<file path="src/sv/ts_packet_decapsulator_defines.svh">
// Assertion macros shared by the decapsulator modules.
`ifndef TS_PACKET_DECAPSULATOR_DEFINES_SVH
`define TS_PACKET_DECAPSULATOR_DEFINES_SVH

// Same-cycle implication, checked on every rising edge outside reset.
`define TSPD_ASSERT_IMPL(label, ante, cons) \
  label: assert property (@(posedge clk) disable iff (rst) (ante) |-> (cons)) \
    else $error("ts_packet_decapsulator: check failed");

// Next-cycle implication.
`define TSPD_ASSERT_NEXT(label, ante, cons) \
  label: assert property (@(posedge clk) disable iff (rst) (ante) |=> (cons)) \
    else $error("ts_packet_decapsulator: check failed");

`endif

</file>
<file path="src/sv/tspd_pkg.sv">
// Shared types, codes and tables of the transport packet decapsulator.
package tspd_pkg;

  localparam int unsigned PKT_LEN = 188;
  localparam logic [12:0] PID_OFF = 13'h1FFF;

  localparam logic [1:0] KIND_INNER = 2'd0;
  localparam logic [1:0] KIND_PASS  = 2'd1;
  localparam logic [1:0] KIND_NULL  = 2'd2;

  localparam logic [3:0] ST_OK       = 4'd0;
  localparam logic [3:0] ST_BAD      = 4'd1;
  localparam logic [3:0] ST_PES_TYPE = 4'd2;
  localparam logic [3:0] ST_PES_SIZE = 4'd3;
  localparam logic [3:0] ST_FLAGS    = 4'd4;
  localparam logic [3:0] ST_SHORT    = 4'd5;
  localparam logic [3:0] ST_KEY      = 4'd6;
  localparam logic [3:0] ST_KLV_LEN  = 4'd7;
  localparam logic [3:0] ST_KLV_PAY  = 4'd8;
  localparam logic [3:0] ST_POINTER  = 4'd9;
  localparam logic [3:0] ST_CC       = 4'd10;

  // Header parse result as seen after the byte now being taken in.
  typedef struct packed {
    logic [3:0] fail;   // first header error, ST_OK if none
    logic       pes;    // PES/KLV envelope recognised
    logic       mark;   // start mark (PUSI or key bit 4)
    logic [7:0] idx;    // offset of the pointer byte, 188 if none
    logic [7:0] ptrb;   // byte at idx
    logic [7:0] frag;   // PES header data length
    logic [7:0] b1;
    logic [7:0] b2;
    logic [7:0] b3;
  } parse_res_t;

  // Copy of payload bytes from the incoming buffer into an assembly bank.
  typedef struct packed {
    logic       go;
    logic       sbank;
    logic       dbank;
    logic [7:0] src;
    logic [7:0] dst;
    logic [7:0] cnt;
  } copy_cmd_t;

  function automatic logic [7:0] ul_key_byte(logic [3:0] k);
    logic [7:0] v;
    case (k)
      4'd0:    v = 8'h06;
      4'd1:    v = 8'h0E;
      4'd2:    v = 8'h2B;
      4'd3:    v = 8'h34;
      4'd4:    v = 8'h01;
      4'd5:    v = 8'h01;
      4'd6:    v = 8'h01;
      4'd7:    v = 8'h01;
      4'd8:    v = 8'h0F;
      4'd9:    v = 8'h01;
      4'd10:   v = 8'h08;
      4'd11:   v = 8'h00;
      default: v = 8'h0F;
    endcase
    return v;
  endfunction

endpackage

</file>
<file path="src/sv/tspd_hdr_parser.sv">
// Byte-serial parser of the TS, PES and KLV headers of one incoming packet.
module tspd_hdr_parser (
  input  logic                clk,
  input  logic                rst,
  input  logic                en,
  input  logic [7:0]          pos,
  input  logic [7:0]          din,
  output tspd_pkg::parse_res_t res
);
  import tspd_pkg::*;

  typedef enum logic [4:0] {
    S_HDR, S_AFL, S_P0, S_P1, S_P2, S_SID, S_SZ0, S_SZ1, S_FLG, S_SKIP,
    S_HLEN, S_KEY, S_LEN, S_LEN2, S_PTR, S_DONE, S_PLAIN, S_FAIL
  } pstate_t;

  pstate_t    st, st_next;
  logic [7:0] tgt, tgt_next, i0, i0_next, ptrb, ptrb_next, frag, frag_next;
  logic [7:0] b1, b1_next, b2, b2_next, b3, b3_next;
  logic [3:0] k, k_next, fcode, fcode_next;
  logic       mark, mark_next;
  logic       hit;
  logic [8:0] t9;

  always_comb begin
    st_next    = st;
    tgt_next   = tgt;
    i0_next    = i0;
    ptrb_next  = ptrb;
    frag_next  = frag;
    b1_next    = b1;
    b2_next    = b2;
    b3_next    = b3;
    k_next     = k;
    fcode_next = fcode;
    mark_next  = mark;
    hit        = (pos == tgt);
    t9         = '0;
    if (pos == 8'd0) begin
      st_next    = S_HDR;
      fcode_next = ST_OK;
      mark_next  = 1'b0;
      frag_next  = '0;
    end else if (pos == 8'd1) begin
      b1_next = din;
    end else if (pos == 8'd2) begin
      b2_next = din;
    end else if (pos == 8'd3) begin
      b3_next  = din;
      tgt_next = 8'd4;
      st_next  = din[5] ? S_AFL : S_P0;
    end else if (hit) begin
      case (st)
        S_AFL: begin
          t9       = 9'd5 + {1'b0, din};
          tgt_next = (t9 > 9'd188) ? 8'd188 : t9[7:0];
          st_next  = S_P0;
        end
        S_P0: begin
          i0_next   = tgt;
          ptrb_next = din;
          if (b1[6] && tgt < 8'd179 && din == 8'h00) begin
            st_next  = S_P1;
            tgt_next = tgt + 8'd1;
          end else begin
            st_next = S_PLAIN;
          end
        end
        S_P1, S_P2: begin
          if (din == ((st == S_P1) ? 8'h00 : 8'h01)) begin
            st_next  = (st == S_P1) ? S_P2 : S_SID;
            tgt_next = tgt + 8'd1;
          end else begin
            st_next  = S_PLAIN;
            tgt_next = i0;
          end
        end
        S_SID: begin
          tgt_next = tgt + 8'd1;
          if (din == 8'hBD) st_next = S_SZ0;
          else begin
            st_next    = S_FAIL;
            fcode_next = ST_PES_TYPE;
          end
        end
        S_SZ0: begin
          tgt_next = tgt + 8'd1;
          if (din == 8'h00) st_next = S_SZ1;
          else begin
            st_next    = S_FAIL;
            fcode_next = ST_PES_SIZE;
          end
        end
        S_SZ1: begin
          tgt_next = tgt + 8'd1;
          if (din >= 8'd18) st_next = S_FLG;
          else begin
            st_next    = S_FAIL;
            fcode_next = ST_PES_SIZE;
          end
        end
        S_FLG: begin
          tgt_next = tgt + 8'd1;
          if (din == 8'h80 || din == 8'h84) st_next = S_SKIP;
          else begin
            st_next    = S_FAIL;
            fcode_next = ST_FLAGS;
          end
        end
        S_SKIP: begin
          tgt_next = tgt + 8'd1;
          st_next  = S_HLEN;
        end
        S_HLEN: begin
          // key starts right after the PES header data
          t9        = {1'b0, tgt} + 9'd1 + {1'b0, din};
          frag_next = din;
          if (t9 > 9'd170) begin
            st_next    = S_FAIL;
            fcode_next = ST_SHORT;
          end else begin
            tgt_next = t9[7:0];
            k_next   = '0;
            st_next  = S_KEY;
          end
        end
        S_KEY: begin
          tgt_next = tgt + 8'd1;
          if (k == 4'd15) begin
            if (din == 8'h0F || din == 8'h1F) begin
              mark_next = din[4];
              st_next   = S_LEN;
            end else begin
              st_next    = S_FAIL;
              fcode_next = ST_KEY;
            end
          end else if (din == ul_key_byte(k)) begin
            k_next = k + 4'd1;
          end else begin
            st_next    = S_FAIL;
            fcode_next = ST_KEY;
          end
        end
        S_LEN: begin
          tgt_next = tgt + 8'd1;
          if (!din[7]) st_next = S_PTR;
          else if (din == 8'h81) st_next = S_LEN2;
          else begin
            st_next    = S_FAIL;
            fcode_next = ST_KLV_LEN;
          end
        end
        S_LEN2: begin
          tgt_next = tgt + 8'd1;
          if (din > 8'd188) begin
            st_next    = S_FAIL;
            fcode_next = ST_KLV_PAY;
          end else begin
            st_next = S_PTR;
          end
        end
        S_PTR: begin
          ptrb_next = din;
          st_next   = S_DONE;
        end
        default: ;
      endcase
    end
  end

  always_ff @(posedge clk) begin
    if (rst) begin
      st    <= S_HDR;
      fcode <= ST_OK;
      mark  <= 1'b0;
    end else if (en) begin
      st    <= st_next;
      fcode <= fcode_next;
      mark  <= mark_next;
    end
    if (en) begin
      tgt  <= tgt_next;
      i0   <= i0_next;
      ptrb <= ptrb_next;
      frag <= frag_next;
      b1   <= b1_next;
      b2   <= b2_next;
      b3   <= b3_next;
      k    <= k_next;
    end
  end

  always_comb begin
    res.fail = fcode_next;
    res.pes  = (st_next == S_PTR) || (st_next == S_DONE);
    res.mark = res.pes ? mark_next : b1_next[6];
    res.idx  = tgt_next;
    res.ptrb = ptrb_next;
    res.frag = frag_next;
    res.b1   = b1_next;
    res.b2   = b2_next;
    res.b3   = b3_next;
  end

endmodule

</file>
<file path="config.mk">
export PLATFORM = sky130hd
export DESIGN_NAME = tspd_hdr_parser
export DESIGN_NICKNAME = d
export VERILOG_FILES = /design/src/sv/ts_packet_decapsulator_defines.svh /design/src/sv/tspd_pkg.sv /design/src/sv/tspd_hdr_parser.sv
export SDC_FILE = /design/constraint.sdc
export NUM_CORES = 1
export LEC_CHECK = 0
export ABC_AREA = 1
export BUFFER_PORTS_ARGS = -buffer_cell sky130_fd_sc_hd__buf_2
export CAP_MARGIN = 20
export CORE_ASPECT_RATIO = 0.6
export CORE_MARGIN = 4
export CORE_UTILIZATION = 52
export CTS_CLUSTER_DIAMETER = 60
export CTS_CLUSTER_SIZE = 20
export DETAILED_ROUTE_END_ITERATION = 10
export GPL_ROUTABILITY_DRIVEN = 0
export PLACE_DENSITY = 0.73
export REMOVE_ABC_BUFFERS = 1
export SLEW_MARGIN = 20
export SYNTH_ARGS = -nofsm -noshare
export SYNTH_HDL_FRONTEND = slang
export SYNTH_SLANG_ARGS = --single-unit
</file>
<file path="constraint.sdc">
create_clock -name clk -period 5.35 [get_ports clk]
set_input_delay 0.2675 -clock clk [delete_from_list [all_inputs] [get_ports clk]]
set_output_delay 0.2675 -clock clk [all_outputs]
set_load 0.01 [all_outputs]
</file>
Word-level counts from Yosys, hierarchy flattened
Memory sizes are Yosys's and may differ from the RTL's. A register that Yosys moved wholly into a read port is not among the register bits.
Index checks and enable logic that the tools add are counted.

word-level totals
  flip-flop bits (word level) = 70
  ROM bits = 96
  input bits = 19
  output and inout port bits = 54
  logic and storage cells = 162
  memories = 1

cells by class
  add/sub/neg operators = 5
  magnitude comparators = 5
  eq/ne operators = 32
  mux-type cells = 91
  bitwise gates (word level) = 4
  reduce and logical (&&, ||, !) cells = 13

memories
  name              words  bits a word  rd ports  clocked after Yosys merged registers in  write ports  RTL line        source
  (name not given)  16     6            1         1                                        0            tspd_pkg.sv:48  case (k)

operators with widths
  operator             number
  $mux 8               37
  $mux 5               18
  $mux 4               20
  $pmux 5 s13          1
  $eq 5x4->1 const B   9
  $pmux 8 s5           1
  $eq 8x8->1 const B   4
  $pmux 4 s8           1
  $eq 5x3->1 const B   4
  $gt 9x8->1 const B   2
  $eq 8x2->1 const B   2
  $eq 8x8->1           2
  $logic_not 8->1      2
  $mux 1               11
  $eq 5x2->1 const B   2
  $reduce_and 10->1    1
  $add 3x8->9 const A  1
  $add 8x1->9 const B  1
  $add 9x8->9          1
  $add 8x1->8 const B  1
  $eq 8x1->1           1
  $eq 8x1->1 const B   1
  $eq 8x4->1 const B   1
  $eq 8x5->1 const B   1
  other kinds (16)     25

Logic depth before layout (Yosys ltp)
  depth in word-level cells = 20
  gate-level depth with buffers = 20
  mapped depth without buffers = 20

Least setup slack after synthesis
Ideal clock, no wire load.

  path type = register to register
  from = register tgt[0]
  to = register (tool-made name)
  setup time = 0.120 ns
  data arrival time = 2.687 ns
  data required time = 5.230 ns
  setup slack = 2.544 ns
  cell stages (with the launch flop) = 19
  path buffers = 0
  clock period less this slack = 2.806 ns
  cells stage by stage = edfxtp_1 > inv_2 > ha_1 > fa_1 > or2_2 > nand2_1 > nand3_1 > nand2_1 > nand2_1 > nand2_1 > nand2_1 > nand2_1 > nand2_1 > nand2_2 > or2_0 > nand2_1 > ha_1 > o21ai_2 > o21ai_1

RTL lines
  what                    RTL line                source
  from (decl)             tspd_hdr_parser.sv:18   logic [7:0] tgt, tgt_next, i0, i0_next, ptrb, ptrb_next, frag, frag_next;
  from (signal assigned)  tspd_hdr_parser.sv:182  tgt <= tgt_next;

==> out/metrics.cfg <==
[finish]
drive_gt1_share_pct = 16.0
stdcell_area_sq_um = 6420
syn_to_final_growth_pct = 13.9
layout.nets = 918
antenna_cells = 0

[synthesis]
synth_top_family_by_area = simple AND/OR/NAND/NOR gates
synthAdderAreaFrac_pct = 4.35
netlist_area_sq_um = 5630
synth_compound_area_share_pct = 12.1
ys.flop_type = edfxtp_1
seq_area_frac_synth_pct = 37.7
yosys.area_share.xor_xnor_pct = 2.33
syn-mean-instance-area_sq_um = 6.95
synthSimpleGateAreaFrac_pct = 34.9
syn_inst = 810
yosysWarningCount = 0
synth_edf_count = 60
synth_cell_type_count = 43
synthArstFlopShare_pct = 0
ys_seq_elements = 76
synth_mux_area_share_pct = 0

[routing]
wirelength_mm = 16.6
ant_nets = 0
drtIter0Drc = 850
viasPerCell = 5.69
drt_pass1_iterations = 8
via_count = 5825
drc = 0
wire_per_inst_um = 16.3

[hold_path]
hold_path_class = in -> reg

[run]
maxCapViolations = 0

[cts]
cts_made_buffers = 9
tritoncts = done
clk_pin_slew_ns = 0.07
cts_resized = 0
htreeDepth = 3
clk_latency_ns = 0.35
cts.path.max_buffers = 2
hold_buffers = 0
root_buffer = clkbuf_16
cts_setup_buffers = 0
clock-sinks = 76

[floorplanning]
core_sq_um = 10600
dieWidth_um = 142
die_y_um = 88.6
initial_core_util_pct = 53.3
dieArea_sq_um = 12600
io_pins = 73
core.rowCount = 29

[global_route]
grt_overflow = 0
antenna_found_initial = 0
grt_pass1_wl_mm = 26.9
grt_pass1_vias = 5275
grt_max_degree = 43
grt_usage_pct = 27.3

[timing]
min_period_over_period_pct = 72.7
worst_pin_slew_ns = 0.730
finalMaxSlewViolations = 0
hold_violations = 0
relSlewSlack_pct = 51.2
clock_skew_ns = 0.00704
rsz0062_at_grt = false
layout_min_cycle_time_ns = 3.89
setup_violations = 0
max_freq_ghz = 0.257
fin_tns_setup_ns = 0

[pwr]
p_per_area_nw_per_um2 = 248
peakVddDrop_mv = 0.182
power_leakage_nw = 3.18

[place]
portBuffers = 72
dp_hpwl_mm = 12.8
place_area_sq_um = 6110

[setup_path]
path_max_fanout = 9
arrival_ns = 3.62
cp-end-kind = output port
start_kind = flip-flop
required_ns = 5.08
critPathKind = reg -> out

[run_status]
status = completed

-- path summary, 6_finish.rpt --
kind | from | end | slack (ns) | cells after the start
max reg2reg | tgt[0] | flip-flop | 2.04 | 18
min | rst | st[4] | 0.13 | 2
max | tgt[0] | res[51] | 1.46 | 17
min reg2reg | mark | mark | 0.47 | 2
-- report_power, final --
part,leakage [nW],switching [W],internal [W]
sequential,0.716,0.0000192,0.000665
combinational,2.32,0.000173,0.0000862
clock,0.145,0.000277,0.000369
-- synthesized netlist by cell type (6+ instances only) --
master	number	area [sq um]
xor2_1	11	96.3
nor3_1	13	65.1
edfxtp_1	60	1800
nor2_1	77	289
ha_1	18	225
nand4_1	13	81.3
clkbuf_1	7	26.3
a21oi_1	36	180
nand3_1	48	240
buf_2	6	30.0
o21ai_1	18	90.1
nor2_2	8	50.1
inv_2	19	71.3
inv_1	90	338
dfxtp_1	16	320
nand2_2	7	43.8
o21ai_0	55	275
nand2_1	257	965
-- per-layer routing --
layer	up-vias	share of wire, %	track usage, %
li1	2801	-	-
met1	2643	45	39.8
met2	332	40	40.9
met3	49	13	6.97
met4	0	2.0	7.08
met5	-	0	0
-- registers in the layout, summed over array words and instances, names as in the netlist, named ones only --
name   flops
b3         8
k          4
mark       1
i0         8
tgt        8
fcode      4
frag       8
b2         8
ptrb       8
b1         8
st         5
-- cell families after synthesis --
family	count (synthesis)
xor+xnor	15
flops	76
simple gates	448
fa+ha+maj	19
buf+inv	125
compound gates	127
-- worst max-delay path: stages, from the launching register on --
cell      delay, ns
edfxtp_1       0.48
inv_2          0.15
ha_1           0.19
fa_1           0.45
or2_2          0.31
nand2_1        0.07
nand3_1        0.07
nand2_1        0.06
nand2_1        0.04
nand2_1        0.05
nand2_1        0.06
nand3_1        0.31
inv_1          0.19
o21ai_0        0.44
nand2_1        0.11
nand2_1        0.10
inv_1          0.05
buf_2          0.13
-- area by class of cell --
class                      instances  area [sq um]
fill                             966          4140
multi-input combinational        609          3030
sequential                        76          2120
inverter                         110           413
timing repair buffer              74           375
clock buffer                       9           225
tap                              139           174
clock inverter                     7          82.6
-- through the flow --
stage | power [W] | hold WS [ns] | setup WS, ns | utilization (%) | cells
2_1_floorplan | 0.000855 | 0.337 | 2.54 | - | 795
3_3_place_gp | 0.000946 | 0.456 | 1.97 | 57.9 | 1008
3_5_place_dp | 0.000950 | 0.460 | 1.94 | 57.9 | 1008
4_1_cts | 0.00159 | 0.126 | 1.61 | 60.8 | 1024
5_1_grt | 0.00166 | 0.145 | 1.28 | 60.8 | 1024
6_report | 0.00159 | 0.126 | 1.46 | 60.8 | 1024
-- cells in the final DEF (no fill, tap or decap), drive strengths merged, types with 2 or more instances in the layout --
cell      count
nand3b        5
clkinv        2
or2           4
nor4          2
nand4        13
o211ai        5
xor2         11
dfxtp        16
o21ai        76
inv         112
nor2         88
nand2       266
buf          74
xnor2         4
nand3        53
nor3         16
clkinvlp      2
ha           18
edfxtp       60
a22oi         3
a31oi         2
a21oi        36
clkbuf        9
Power figures use the tool's default switching activity.
